`src/rtl/external_interrupt_edge_controller_defines.svh`:
```
`ifndef EXTERNAL_INTERRUPT_EDGE_CONTROLLER_DEFINES_SVH
`define EXTERNAL_INTERRUPT_EDGE_CONTROLLER_DEFINES_SVH

// same-cycle implication, checked on clk, off during reset
`define EIEC_ASSERT_NOW(label, ante, cons) \
	label: assert property (@(posedge clk) disable iff (!arst_n) (ante) |-> (cons)) \
		else $error("eiec check failed");

// next-cycle implication, checked on clk, off during reset
`define EIEC_ASSERT_NEXT(label, ante, cons) \
	label: assert property (@(posedge clk) disable iff (!arst_n) (ante) |=> (cons)) \
		else $error("eiec check failed");

`endif

```
`src/rtl/eiec_pkg.sv`:
```
`timescale 1ns / 1ps

package eiec_pkg;

	localparam int unsigned LineCount = 16;
	localparam int unsigned DataW     = 32;
	localparam int unsigned PselWords = 4;

	typedef enum logic [1:0] {
		REQ_EVENT = 2'd0,
		REQ_READ  = 2'd1,
		REQ_WRITE = 2'd2,
		REQ_NONE  = 2'd3
	} req_kind_t;

	typedef enum logic [1:0] {
		EDGE_NONE    = 2'd0,
		EDGE_RISE    = 2'd1,
		EDGE_FALL    = 2'd2,
		EDGE_UNUSED  = 2'd3
	} edge_kind_t;

	localparam logic [5:0] REG_RISE_EN   = 6'd0;
	localparam logic [5:0] REG_FALL_EN   = 6'd1;
	localparam logic [5:0] REG_SW_TRIG   = 6'd2;
	localparam logic [5:0] REG_RISE_PEND = 6'd3;
	localparam logic [5:0] REG_FALL_PEND = 6'd4;
	localparam logic [5:0] REG_PSEL0     = 6'd24;
	localparam logic [5:0] REG_PSEL3     = 6'd27;

	typedef struct packed {
		req_kind_t          kind;
		logic [5:0]         reg_index;
		logic [DataW-1:0]   write_data;
		logic [7:0]         event_source;
		edge_kind_t         edge_kind;
	} req_t;

	typedef struct packed {
		logic [DataW-1:0]     read_data;
		logic [LineCount-1:0] irq_pulses;
		logic                 bad_address;
	} rsp_t;

endpackage

```
`src/rtl/eiec_core.sv`:
```
`timescale 1ns / 1ps

module eiec_core import eiec_pkg::*; (
	input  logic clk,
	input  logic arst_n,
	input  logic fire,
	input  req_t req,
	output rsp_t rsp
);

	logic [LineCount-1:0]       rise_en_q;
	logic [LineCount-1:0]       fall_en_q;
	logic [LineCount-1:0]       rise_pend_q;
	logic [LineCount-1:0]       fall_pend_q;
	logic [DataW-1:0]           psel_q [PselWords];

	logic [LineCount-1:0]       rise_en_d;
	logic [LineCount-1:0]       fall_en_d;
	logic [LineCount-1:0]       rise_pend_d;
	logic [LineCount-1:0]       fall_pend_d;
	logic                       psel_we;

	logic [3:0]                 line;
	logic [3:0]                 port;
	logic [1:0]                 psel_addr;
	logic [DataW-1:0]           psel_word;
	logic [3:0]                 field;
	logic [LineCount-1:0]       line_bit;
	logic [LineCount-1:0]       wr_lo;
	logic                       is_psel;

	assign line      = req.event_source[3:0];
	assign port      = req.event_source[7:4];
	assign psel_addr = (req.kind == REQ_EVENT) ? line[3:2] : req.reg_index[1:0];
	assign psel_word = psel_q[psel_addr];
	assign field     = psel_word[{line[1:0], 3'b000} +: 4];
	assign line_bit  = LineCount'(1) << line;
	assign wr_lo     = req.write_data[LineCount-1:0];
	assign is_psel   = (req.reg_index >= REG_PSEL0) && (req.reg_index <= REG_PSEL3);

	always_comb begin
		rise_en_d   = rise_en_q;
		fall_en_d   = fall_en_q;
		rise_pend_d = rise_pend_q;
		fall_pend_d = fall_pend_q;
		psel_we     = 1'b0;
		rsp         = '0;
		case (req.kind)
			REQ_EVENT: begin
				if (field == port) begin
					if (req.edge_kind == EDGE_RISE && (rise_en_q & line_bit) != '0) begin
						rsp.irq_pulses = line_bit;
						rise_pend_d    = rise_pend_q | line_bit;
					end else if (req.edge_kind == EDGE_FALL &&
						(fall_en_q & line_bit) != '0) begin
						rsp.irq_pulses = line_bit;
						fall_pend_d    = fall_pend_q | line_bit;
					end
				end
			end
			REQ_READ: begin
				if (req.reg_index == REG_RISE_EN)
					rsp.read_data = DataW'(rise_en_q);
				else if (req.reg_index == REG_FALL_EN)
					rsp.read_data = DataW'(fall_en_q);
				else if (req.reg_index == REG_RISE_PEND)
					rsp.read_data = DataW'(rise_pend_q);
				else if (req.reg_index == REG_FALL_PEND)
					rsp.read_data = DataW'(fall_pend_q);
				else if (is_psel)
					rsp.read_data = psel_word;
				else
					rsp.bad_address = 1'b1;
			end
			REQ_WRITE: begin
				if (req.reg_index == REG_RISE_EN)
					rise_en_d = wr_lo;
				else if (req.reg_index == REG_FALL_EN)
					fall_en_d = wr_lo;
				else if (req.reg_index == REG_SW_TRIG) begin
					rise_pend_d    = rise_pend_q | wr_lo;
					rsp.irq_pulses = wr_lo;
				end else if (req.reg_index == REG_RISE_PEND)
					rise_pend_d = rise_pend_q & ~wr_lo;
				else if (req.reg_index == REG_FALL_PEND)
					fall_pend_d = fall_pend_q & ~wr_lo;
				else if (is_psel)
					psel_we = 1'b1;
				else
					rsp.bad_address = 1'b1;
			end
			default: begin
				rsp = '0;
			end
		endcase
	end

	always_ff @(posedge clk or negedge arst_n) begin
		if (!arst_n) begin
			rise_en_q   <= '0;
			fall_en_q   <= '0;
			rise_pend_q <= '0;
			fall_pend_q <= '0;
			for (int i = 0; i < PselWords; i++) psel_q[2'(i)] <= '0;
		end else if (fire) begin
			rise_en_q   <= rise_en_d;
			fall_en_q   <= fall_en_d;
			rise_pend_q <= rise_pend_d;
			fall_pend_q <= fall_pend_d;
			if (psel_we) psel_q[psel_addr] <= req.write_data;
		end
	end

endmodule

```
`src/rtl/external_interrupt_edge_controller.sv`:
```
`timescale 1ns / 1ps
// 16-line external interrupt controller.
// Request channel (req_valid / req_stall): one item per transfer, either a pin
// edge event (event_source, edge_kind) or a 32-bit register read or write
// (reg_index, write_data), chosen by req_type.
// Response channel (rsp_valid / rsp_stall): exactly one transfer per request,
// in order, carrying read_data, irq_pulses and bad_address.
// Order: a request transfer loads the request register, and an advance then moves
// it into the response register, which drives rsp_valid; a stall on the response
// register can hold the item in the request register in between.
// Throughput: one request per cycle unless rsp_stall holds a valid response; the
// register file is read and updated in the single cycle that moves an item from
// request to response register, so the next item always sees the updated state.
// Stall: while rsp_stall holds a valid response, the request register keeps
// its item and req_stall rises once it is full; nothing is dropped.
// Reset: all enables, pending bits and port selects clear to zero and both
// pipeline stages empty; req_stall is then low, so the block takes requests at once.

`include "external_interrupt_edge_controller_defines.svh"

module external_interrupt_edge_controller import eiec_pkg::*; (
	input  logic                 clk,
	input  logic                 arst_n,
	input  logic                 req_valid,
	output logic                 req_stall,
	input  logic [1:0]           req_type,
	input  logic [5:0]           reg_index,
	input  logic [DataW-1:0]     write_data,
	input  logic [7:0]           event_source,
	input  logic [1:0]           edge_kind,
	output logic                 rsp_valid,
	input  logic                 rsp_stall,
	output logic [DataW-1:0]     read_data,
	output logic [LineCount-1:0] irq_pulses,
	output logic                 bad_address
);

	logic valid_s1;
	req_t req_s1;
	logic valid_s2;
	rsp_t rsp_s2;
	rsp_t rsp_d;
	logic advance;

	assign advance   = valid_s1 && (!valid_s2 || !rsp_stall);
	assign req_stall = valid_s1 && !advance;

	always_ff @(posedge clk or negedge arst_n) begin
		if (!arst_n) begin
			valid_s1 <= 1'b0;
		end else if (!req_stall) begin
			valid_s1 <= req_valid;
		end
	end

	always_ff @(posedge clk) begin
		if (req_valid && !req_stall) begin
			req_s1.kind         <= req_kind_t'(req_type);
			req_s1.reg_index    <= reg_index;
			req_s1.write_data   <= write_data;
			req_s1.event_source <= event_source;
			req_s1.edge_kind    <= edge_kind_t'(edge_kind);
		end
	end

	eiec_core u_core (
		.clk    (clk),
		.arst_n (arst_n),
		.fire   (advance),
		.req    (req_s1),
		.rsp    (rsp_d)
	);

	always_ff @(posedge clk or negedge arst_n) begin
		if (!arst_n) begin
			valid_s2 <= 1'b0;
		end else if (!valid_s2 || !rsp_stall) begin
			valid_s2 <= valid_s1;
		end
	end

	always_ff @(posedge clk) begin
		if (advance) rsp_s2 <= rsp_d;
	end

	assign rsp_valid   = valid_s2;
	assign read_data   = rsp_s2.read_data;
	assign irq_pulses  = rsp_s2.irq_pulses;
	assign bad_address = rsp_s2.bad_address;

	`EIEC_ASSERT_NOW(a_bad_is_quiet, rsp_valid && bad_address, read_data == '0 && irq_pulses == '0)
	`EIEC_ASSERT_NOW(a_stall_only_when_full, req_stall, valid_s1 && rsp_valid && rsp_stall)
	`EIEC_ASSERT_NEXT(a_advance_gives_rsp, advance, rsp_valid)

endmodule
```
`config.mk`:
```
export PLATFORM = sky130hd
export DESIGN_NAME = external_interrupt_edge_controller
export DESIGN_NICKNAME = d
export VERILOG_FILES = /design/src/rtl/eiec_pkg.sv /design/src/rtl/eiec_core.sv /design/src/rtl/external_interrupt_edge_controller.sv
export VERILOG_INCLUDE_DIRS = /design/src /design/src/rtl
export SDC_FILE = /design/constraint.sdc
export NUM_CORES = 1
export LEC_CHECK = 0
export ABC_AREA = 1
export BUFFER_PORTS_ARGS = -buffer_cell sky130_fd_sc_hd__buf_2
export CORE_MARGIN = 1.5
export CORE_UTILIZATION = 40
export DETAILED_ROUTE_END_ITERATION = 10
export MAX_ROUTING_LAYER = met4
export PLACE_DENSITY = 0.62
export SYNTH_ARGS = -nofsm -noshare
export SYNTH_HDL_FRONTEND = slang
export SYNTH_HIERARCHICAL = 1
export SYNTH_SLANG_ARGS = --single-unit
```
`constraint.sdc`:
```
create_clock -name clk -period 14.95 [get_ports clk]
set_input_delay 1.495 -clock clk [delete_from_list [all_inputs] [get_ports clk]]
set_output_delay 1.495 -clock clk [all_outputs]
set_load 0.02 [all_outputs]
```
==> impl_metrics.toml, run 1 <==
[synthesis]
ys_warn_count = 6
synth_cells = 1404
postSynth.topFlopCell = "sky130_fd_sc_hd__edfxtp_1"
synth.net_count = 1461
synth-seq-cells = 293
post_synth_num_cell_types = 37
post-synth-top-count-cell = "sky130_fd_sc_hd__nand2_1"
synth_area_leaders = "sky130_fd_sc_hd__edfxtp_1 37%, sky130_fd_sc_hd__dfrtp_1 25%, sky130_fd_sc_hd__nand2_1 13%, sky130_fd_sc_hd__o21ai_0 6.9%, sky130_fd_sc_hd__inv_1 4.4%"
edff_count_synth = 163
synth.cells.most_frequent = "463 x sky130_fd_sc_hd__nand2_1, 181 x sky130_fd_sc_hd__o21ai_0, 163 x sky130_fd_sc_hd__edfxtp_1"
synth_top_area_frac = 0.372
syn_area_sq_um = 13200
syn_area_per_cell_sq_um = 9.37
synthDominantAreaCellType = "sky130_fd_sc_hd__edfxtp_1"
sequential_element_share_of_the_synthesized_area = 0.620
postSynth.asyncResetShare = 0.444

[timing]
fmaxAchievable_ghz = 0.221
skew_ns = 0.0114
max_slew.worst_pin.slew_ns = 1.18
final-hold-violation-count = 0
finalMaxSlewViolations = 0
final_worst_path_period_share = 0.302
timing.setup.tns_ns = 0
slew-limit-headroom = 0.208
rsz0062_at_grt = "no"
finalSetupViolCount = 0
finalCriticalPeriod_ns = 4.52
timing.final.ws_setup_ns = 10.43

[pwr]
leakagePower_nw = 6.69
swShare = 0.259
power.sequential.fraction = 0.481
clkPwrFrac = 0.422
report.power.total_w = 0.00196
share_comb_of_total_power = 0.097
pwr_density_cell_nw_per_um2 = 129
net_switching_component_of_the_power_w = 0.000509
internal_power_w = 0.00145
ir_worst_vdd_uv = 73.9

[place]
placedInstanceArea_sq_um = 14000
place_congestion = 0.926
detailed_place_hpwl_mm = 23.9
place_ws_ns = 10.46
port_buffers = 104

[critical_path]
slowest_delay_ns = 0.83
worst_path_most_repeated_cell = "sky130_fd_sc_hd__nand2_1"
worst_r2r_path_depth = 18
timing.rr.start = "req_s1[49]"
worst_r2r_end = "u_core/fall_pend_q[2]"
worstSetupPathType = "reg2reg"
top_fanout_value_on_the_critical_path = 36
timing.critical_path.to_type = "register"
worstPathArrival_ns = 4.93
critical_path_required_ns = 15.36
critical_path_cell_by_cell = "inv_1 -> ha_1 -> nand2_1 -> o21ai_4 -> buf_4 -> inv_2 -> nand2_1 -> nand2_1 -> nand2_1 -> nand2_1 -> o21ai_1 -> nand2_1 -> nor2_1 -> nand2_1 -> a21oi_4 -> nand2_4 -> nand2_1 -> nand2_1"
crit_path_start_kind = "register"
ff2ff_setup_slack_ns = 10.43
critical_path.slowest_cell = "sky130_fd_sc_hd__a21oi_4"

[global_route]
grt_start_max_net_pins = 66
grt.overflow.total = 0
antenna_violations_before_repair = 0
vias_in_the_first_global_route = 10157
first_pass_grt_wire_length_mm = 57.8
grtUsageTotal = 0.228

[worst_hold_path]
hp-start = "req_s1[41]"
hold_depth = 0
worstHoldEndpoint = "u_core/psel_q[63]"
hp-class = "reg2reg"

[cts]
cts_htree_levels = 2
library_cell_used_as_clock_root_buffer = "sky130_fd_sc_hd__clkbuf_16"
longest_clk_path_bufs = 3
cts_tree = "built"
numCtsBuffers = 35
numClockSinks = 293
clkTransAtPathRegs_ns = 0.06
cts.repair.resized = 0
hold_buffers = 0
worst_skew_pair.late_latency_ns = 0.52
post-cts-setup-buffer-count = 0

[flow_run]
max-cap-violations = 0

[drt]
wirelength_mm = 37.0
drtAntennaViolNets = 0
wl_per_cell_um = 18.9
remaining_drc_errors = 0
detailedRoute.firstIterationViolations = 1109
first_pass_iters = 6
routed_vias_inst = 5.37
via_count = 10530

[floorplanning]
placement_rows = 66
die_h_um = 184
core_sq_um = 32500
fp.dieW_um = 184
total_die_area_sq_um = 34000
initial_utilization = 0.405
design.portCount = 105

[finish]
area.growth.synth_to_final_pct = 15.5
nNetsFinal = 1550
finalInstanceArea_sq_um = 15200
insertedDiodeCount = 0
drive_gt1_frac = 0.125

[outcome]
status = "completed"
-- worst max path at each step --
stage | startpoint | to | slack [ns] | cells after the start
after global placement | req_s1[48] | u_core/fall_pend_q[8] | 10.59 | 18
final | req_s1[49] | u_core/fall_pend_q[2] | 10.43 | 18
after global routing | req_s1[48] | u_core/fall_pend_q[4] | 10.06 | 19
after detailed placement | req_s1[49] | u_core/fall_pend_q[2] | 10.46 | 19
after CTS | req_s1[48] | u_core/fall_pend_q[2] | 10.45 | 19
after floorplan | rsp_stall | u_core/psel_q[32] | 7.55 | 6
-- kinds of logic after synthesis --
| group | Yosys count | share of synthesized area |
|---|---|---|
| buf+inv | 227 | 0.0704 |
| simple gates | 610 | 0.191 |
| compound gates | 271 | 0.116 |
| fa+ha+maj | 3 | 0.00285 |
| flops | 293 | 0.620 |
-- power by group through the flow --
| stage | Clock, W | Combinational, W | Sequential, W |
|---|---|---|---|
| 4_1_cts | 0.000844 | 0.000188 | 0.000944 |
| 5_1_grt | 0.000880 | 0.000213 | 0.000949 |
| 2_1_floorplan | 0 | 0.000118 | 0.000958 |
| 3_3_place_gp | 0 | 0.000183 | 0.000958 |
| 3_5_place_dp | 0 | 0.000187 | 0.000959 |
| 6_report | 0.000827 | 0.000190 | 0.000945 |
-- cell usage in the layout, fill, tap and decap left out, drive strengths merged --
cell type	n
a211oi	3
a21oi	22
a221oi	5
a22o	1
a22oi	7
a31oi	1
a41oi	16
buf	118
bufinv	1
clkbuf	46
clkinv	18
clkinvlp	1
dfrtp	130
edfxtp	163
ha	3
inv	159
nand2	468
nand3	54
nand3b	5
nand4	35
nor2	42
nor3	5
nor4	1
o21ai	193
o221ai	1
o22ai	22
-- flip-flops by register name, indices dropped and copies added (netlist names), named ones only --
| register | cells |
|---|---|
| irq_pulses | 16 |
| rsp_valid | 1 |
| u_core/psel_q | 128 |
| valid_s1 | 1 |
| read_data | 32 |
| req_s1 | 50 |
| u_core/rise_en_q | 16 |
| u_core/fall_pend_q | 16 |
| bad_address | 1 |
| u_core/fall_en_q | 16 |
-- layout make-up --
cell class	count	area, sq um
Multi-Input combinational cell	884	4110
Clock buffer	46	988
Inverter	161	607
Clock inverter	18	156
Tap cell	442	553
Sequential cell	293	8150
Fill cell	3081	17300
Timing Repair Buffer	118	628
-- stage by stage --
step | hold WS, ns | cells | utilization
after floorplan | 0.444 | 1404 | -
after global placement | 0.456 | 1898 | 0.433
after detailed placement | 0.467 | 1898 | 0.433
after CTS | 0.479 | 1962 | 0.468
after global routing | 0.489 | 1962 | 0.468
final | 0.473 | 1962 | 0.468
-- worst max-delay path: cells and delay by family, from the launching register on --
family	cells	cell delay, ns
adders and majority gates	1	0.70
DFF	1	0.41
AOI/OAI and AO/OA	3	1.07
buffers and inverters	3	0.77
and+or+nand+nor	11	1.43
-- metal layers --
layer / part of all wire / up-vias / routed length [um] / global-route usage
met3: 0.072 / 84 / 2660 / 0.0340
met5: 0 / - / 0 / -
met1: 0.43 / 5111 / 15800 / 0.302
met4: 0.043 / 0 / 1590 / 0.0993
met2: 0.46 / 453 / 16900 / 0.351
li1: - / 4882 / - / -
Power figures use the tool's default switching activity.
==> run 2: changes to the inputs <==
--- a/config.mk
+++ b/config.mk
@@ -6,13 +6,13 @@
 export SDC_FILE = /design/constraint.sdc
 export NUM_CORES = 1
 export LEC_CHECK = 0
-export ABC_AREA = 1
+export ABC_AREA = 0
 export BUFFER_PORTS_ARGS = -buffer_cell sky130_fd_sc_hd__buf_2
 export CORE_MARGIN = 1.5
 export CORE_UTILIZATION = 40
 export DETAILED_ROUTE_END_ITERATION = 10
 export MAX_ROUTING_LAYER = met4
-export PLACE_DENSITY = 0.62
+export PLACE_DENSITY = 0.64
 export SYNTH_ARGS = -nofsm -noshare
 export SYNTH_HDL_FRONTEND = slang
 export SYNTH_HIERARCHICAL = 1
==> constraint.sdc (replaced) <==
create_clock -name clk -period 3.8 [get_ports clk]
set_input_delay 0.38 -clock clk [delete_from_list [all_inputs] [get_ports clk]]
set_output_delay 0.38 -clock clk [all_outputs]
set_load 0.02 [all_outputs]
==> impl_metrics.toml, run 2 <==
[cts]
clkTransAtPathRegs_ns = 0.07
numCtsBuffers = 31
cts_tree = "built"
library_cell_used_as_clock_root_buffer = "sky130_fd_sc_hd__clkbuf_16"
longest_clk_path_bufs = 3
worst_skew_pair.late_latency_ns = 0.58
numClockSinks = 293
cts_htree_levels = 1

[critical_path]
worstPathBufferInverterCount = 5
worstSetupPathType = "reg2reg"
critical_path_cell_by_cell = "inv_2 -> ha_4 -> buf_12 -> mux2i_4 -> buf_6 -> mux2i_2 -> mux2i_1 -> mux4_2 -> xnor2_2 -> nand2_1 -> or2_4 -> buf_4 -> o41a_1 -> buf_4 -> o221ai_1"
top_fanout_value_on_the_critical_path = 11
critical_path_required_ns = 4.28
timing.critical_path.to_type = "register"
crit_path_start_kind = "register"
worst_path_most_repeated_cell = "sky130_fd_sc_hd__buf_4"
worstPathArrival_ns = 4.11
critical_path.slowest_cell = "sky130_fd_sc_hd__mux4_2"
slowest_delay_ns = 0.49
critPathTopFamily = "multiplexers"

[timing]
final-hold-violation-count = 0
rsz0062_at_grt = "yes"
finalCriticalPeriod_ns = 3.62
finalMaxSlewViolations = 0
timing.final.ws_setup_ns = 0.177
fmaxAchievable_ghz = 0.276
skew_ns = 0.0249
final_worst_path_period_share = 0.953
finalSetupViolCount = 0
max_slew.worst_pin.slew_ns = 1.06
slew-limit-headroom = 0.293

[floorplanning]
initial_utilization = 0.409
total_die_area_sq_um = 33600
core_sq_um = 31800
die_h_um = 183
fp.dieW_um = 183
design.portCount = 105
placement_rows = 65

[synthesis]
post-synth-top-count-cell = "sky130_fd_sc_hd__edfxtp_1"
synth-seq-cells = 293
post_synth_num_cell_types = 63
synth_cells = 959
sequential_element_share_of_the_synthesized_area = 0.627
syn_area_sq_um = 13000
postSynth.topFlopCell = "sky130_fd_sc_hd__edfxtp_1"
edff_count_synth = 163
synth_area_leaders = "sky130_fd_sc_hd__edfxtp_1 38%, sky130_fd_sc_hd__dfrtp_1 25%, sky130_fd_sc_hd__mux2_2 8.6%, sky130_fd_sc_hd__mux4_2 3.6%, sky130_fd_sc_hd__nand2_1 2.3%"
syn_area_per_cell_sq_um = 13.6
postSynth.asyncResetShare = 0.444
synthDominantAreaCellType = "sky130_fd_sc_hd__edfxtp_1"
synth.net_count = 1016
synth.cells.most_frequent = "163 x sky130_fd_sc_hd__edfxtp_1, 130 x sky130_fd_sc_hd__dfrtp_1, 99 x sky130_fd_sc_hd__mux2_2"
synth_top_area_frac = 0.376
ys_warn_count = 6

[drt]
via_count = 9196
wirelength_mm = 36.4
routed_vias_inst = 5.73
drtAntennaViolNets = 0
wl_per_cell_um = 22.6
remaining_drc_errors = 0
first_pass_iters = 6
detailedRoute.firstIterationViolations = 985

[finish]
insertedDiodeCount = 0
finalInstanceArea_sq_um = 16100
largest_register = "u_core/psel_q"
largest_register_ff_count = 128
final_cell_mix = "163 x sky130_fd_sc_hd__edfxtp_1, 130 x sky130_fd_sc_hd__dfrtp_1, 103 x sky130_fd_sc_hd__buf_2"
final_cell_count_no_fill = 1606
layout_commonest_cell = "sky130_fd_sc_hd__edfxtp_1"
drive_gt1_frac = 0.335
area.growth.synth_to_final_pct = 24.2
nNetsFinal = 1203

[worst_hold_path]
hp-class = "in2async"

[global_route]
antenna_violations_before_repair = 0
grt.overflow.total = 0
grtUsageTotal = 0.224
vias_in_the_first_global_route = 9123
grt_start_max_net_pins = 77
first_pass_grt_wire_length_mm = 55.5

[place]
place_ws_ns = -0.217
place_congestion = 0.922
placedInstanceArea_sq_um = 14400
detailed_place_hpwl_mm = 23.9
placedCellCount = 1495
port_buffers = 104

[flow_run]
max-cap-violations = 0

[pwr]
pwr_density_cell_nw_per_um2 = 468
leakagePower_nw = 6.48
report.power.total_w = 0.00756
ir_worst_vdd_uv = 347

[outcome]
status = "completed"
==> run 2: repair_timing <==
action,in CTS,in global routing
pin swaps,0,1
setup endpoints to repair,33,44
hold buffers,51,0
gates cloned,0,0
endpoints found under the hold margin,51,0
gates resized for setup,4,16
setup buffers,0,2
==> run 2: worst register-to-register path: cells and delay by family, from the launching register on <==
kind | cells | cell delay (ns)
muxes | 4 | 1.10
buffers and inverters | 5 | 0.77
AOI/OAI and AO/OA | 2 | 0.63
DFF | 1 | 0.40
and+or+nand+nor | 2 | 0.33
adders and majority gates | 1 | 0.17
xor gates and xnor gates | 1 | 0.13
==> run 2: final timing paths <==
path	from	endpoint	slack (ns)	depth (start not counted)
min	arst_n	u_core/fall_pend_q[1]	0.05	2
max reg2reg	req_s1[48]	register	0.18	15
min in group clk	rsp_stall	rsp_valid	0.08	2
min reg2reg	req_s1[31]	u_core/psel_q[53]	0.50	0
max in group asynchronous	arst_n	async pin	2.18	3
max	req_s1[48]	register	0.18	15
==> run 2: logic make-up after synthesis <==
kind of cell	Yosys count	synth area share
adder cells (fa/ha/maj)	3	0.00289
AND/OR/NAND/NOR	231	0.0904
XOR/XNOR	2	0.00135
AO/OA/AOI/OAI	190	0.113
multiplexers	133	0.132
buffers and inverters	107	0.0332
flip-flops	293	0.627
==> run 2: report_power, final <==
part	internal, W	switching, W
Clock	0.00198	0.00128
Combinational	0.000294	0.000381
Sequential	0.00351	0.000120
Total	0.00579	0.00178
==> run 2: metrics by stage <==
stage                     setup TNS, ns  utilization  hold WS (ns)
after floorplan                   -6.53            -        0.0844
after global placement            -1.29        0.454         0.474
after detailed placement          -3.18        0.454         0.483
after CTS                             0        0.505        0.0450
after global routing           -0.00563        0.508        0.0646
final                                 0        0.508        0.0501
==> run 2: cell type report <==
| cell class | count | area, sq um |
|---|---|---|
| fillers | 2714 | 15700 |
| repair buffers | 235 | 1680 |
| flip-flops and latches | 293 | 8150 |
| inverters | 26 | 97.6 |
| multi-input cells | 559 | 4570 |
| well taps | 435 | 544 |
| clock buffers | 39 | 846 |
| clock inverters | 19 | 264 |
==> run 2: metal layers <==
layer  up-vias  track usage  share of wire
met3        81       0.0359          0.077
met2       443        0.342           0.46
met4         0       0.0587          0.027
li1       4085            -              -
met1      4587        0.313           0.44
met5         -            -              0
==> run 3: changes to the inputs <==
--- a/config.mk
+++ b/config.mk
@@ -12,7 +12,7 @@
 export CORE_UTILIZATION = 40
 export DETAILED_ROUTE_END_ITERATION = 10
 export MAX_ROUTING_LAYER = met4
-export PLACE_DENSITY = 0.64
+export PLACE_DENSITY = 0.62
 export SYNTH_ARGS = -nofsm -noshare
 export SYNTH_HDL_FRONTEND = slang
 export SYNTH_HIERARCHICAL = 1
==> constraint.sdc (replaced) <==
create_clock -name clk -period 4.2 [get_ports clk]
set_input_delay 0.42 -clock clk [delete_from_list [all_inputs] [get_ports clk]]
set_output_delay 0.42 -clock clk [all_outputs]
set_load 0.02 [all_outputs]
==> impl_metrics.toml, run 3 (synthesis gave the netlist of run 2 again) <==
[finish]
layout_commonest_cell = "sky130_fd_sc_hd__edfxtp_1"
final_cell_mix = "163 x sky130_fd_sc_hd__edfxtp_1, 130 x sky130_fd_sc_hd__dfrtp_1, 103 x sky130_fd_sc_hd__buf_2"
area.growth.synth_to_final_pct = 21.0
insertedDiodeCount = 0
final_core_util = 0.495
drive_gt1_frac = 0.315
final.fill_count = 2763
largest_register_ff_count = 128
nNetsFinal = 1168
largest_register = "u_core/psel_q"
final_cell_count_no_fill = 1571
finalInstanceArea_sq_um = 15700

[cts]
cts_htree_levels = 1
numClockSinks = 293
worst_skew_pair.late_latency_ns = 0.58
numCtsBuffers = 31
clkTransAtPathRegs_ns = 0.06
library_cell_used_as_clock_root_buffer = "sky130_fd_sc_hd__clkbuf_16"
longest_clk_path_bufs = 3
cts_tree = "built"

[floorplanning]
total_die_area_sq_um = 33600
fp.dieW_um = 183
design.portCount = 105
core_sq_um = 31800
placement_rows = 65
die_h_um = 183
initial_utilization = 0.409

[timing]
max_slew.worst_pin.slew_ns = 1.10
finalCriticalPeriod_ns = 3.95
skew_ns = 0.0305
timing.final.ws_setup_ns = 0.253
fmaxAchievable_ghz = 0.253
rsz0062_at_grt = "no"
finalMaxSlewViolations = 0
slew-limit-headroom = 0.262
final_worst_path_period_share = 0.940
final-hold-violation-count = 0
finalSetupViolCount = 0

[drt]
wirelength_mm = 36.2
wl_per_cell_um = 23.0
remaining_drc_errors = 0
routed_vias_inst = 5.74
drtAntennaViolNets = 0
via_count = 9016
first_pass_iters = 8
detailedRoute.firstIterationViolations = 1245

[place]
place_ws_ns = -0.0139
placedCellCount = 1476
detailed_place_hpwl_mm = 24.0
port_buffers = 104
placedInstanceArea_sq_um = 14300
place_congestion = 0.908

[global_route]
vias_in_the_first_global_route = 8899
grtUsageTotal = 0.222
grt_start_max_net_pins = 53
first_pass_grt_wire_length_mm = 54.8
grt.overflow.total = 0
antenna_violations_before_repair = 0

[critical_path]
timing.critical_path.to_type = "register"
top_fanout_value_on_the_critical_path = 13
worstPathArrival_ns = 4.41
worstSetupPathType = "reg2reg"
crit_path_start_kind = "register"
critical_path_required_ns = 4.67

[pwr]
leakagePower_nw = 6.26
pwr_density_cell_nw_per_um2 = 420
ir_worst_vdd_uv = 392

[flow_run]
max-cap-violations = 0

[outcome]
status = "completed"

[worst_hold_path]
hp-class = "in2reg"
run 3: cell types whose count changed in the layout (fill, tap and decap cells not counted), sizes merged:
cell / change
buf: -18
clkbuf: +2
dlygate4sd3: -18
bufinv: -3
clkinvlp: +1
mux2i: +1
run 3: repair_timing:
item / 4_1_cts / 5_1_grt
hold endpoints to repair: 66 / 0
gates cloned: 0 / 1
endpoints found under the setup margin: 14 / 36
setup buffers: 0 / 3
hold buffers: 33 / 0
resized for setup: 1 / 6
run 3: cell type report:
cell class / count / area [sq um] / area share
repair buffers: 199 / 1370 / 0.0873
flip-flops and latches: 293 / 8150 / 0.518
multi-input cells: 560 / 4540 / 0.289
well taps: 435 / 544 / 0.0346
clock buffers: 41 / 853 / 0.0543
clock inverters: 17 / 173 / 0.0110
inverters: 26 / 97.6 / 0.00621
run 3: path summary, 6_finish.rpt:
kind / endpoint / slack [ns] / startpoint / cells after the start
setup reg to reg: register / 0.25 / req_s1[49] / 13
setup / recovery: register / 0.25 / req_s1[49] / 13
max in group asynchronous: u_core/fall_en_q[3] / 2.60 / arst_n / 3
hold reg to reg: u_core/psel_q[29] / 0.49 / req_s1[39] / 0
min in group asynchronous: u_core/fall_pend_q[10] / 0.41 / arst_n / 2
hold / removal: req_s1[43] / 0.02 / reg_index[1] / 1
run 3: where the power goes:
| group | switching (W) | internal [W] | leakage, nW |
|---|---|---|---|
| Clock | 0.00113 | 0.00161 | 0.499 |
| Sequential | 0.000108 | 0.00317 | 3.27 |
| Combinational | 0.000339 | 0.000237 | 2.49 |
| Total | 0.00158 | 0.00502 | 6.26 |
run 3: routing by layer:
layer	share of wire	up-vias	global-route usage
met5	0	-	-
met4	0.031	0	0.0702
met3	0.071	82	0.0318
met2	0.45	417	0.337
met1	0.44	4501	0.308
li1	-	4016	-
run 3: critical path: stages (launching register included):
cell and delay [ns]:
sky130_fd_sc_hd__edfxtp_1 0.40, sky130_fd_sc_hd__inv_1 0.10, sky130_fd_sc_hd__ha_1 0.23, sky130_fd_sc_hd__buf_4 0.23, sky130_fd_sc_hd__mux2i_4 0.27, sky130_fd_sc_hd__buf_12 0.15, sky130_fd_sc_hd__mux4_2 0.31, sky130_fd_sc_hd__mux4_2 0.48
sky130_fd_sc_hd__xnor2_1 0.16, sky130_fd_sc_hd__nand2_1 0.11, sky130_fd_sc_hd__or2_1 0.33, sky130_fd_sc_hd__buf_4 0.23, sky130_fd_sc_hd__or4_1 0.59, sky130_fd_sc_hd__o221ai_1 0.24
run 3: through the flow:
| step | power (W) | hold slack, ns | TNS (ns) |
|---|---|---|---|
| after CTS | 0.00664 | 0.0000298 | 0 |
| after detailed placement | 0.00387 | 0.442 | -0.0282 |
| after floorplan | 0.00361 | 0.124 | -11.83 |
| after global routing | 0.00682 | 0.00226 | 0 |
| after global placement | 0.00386 | 0.437 | 0 |
| final | 0.00660 | 0.0208 | 0 |
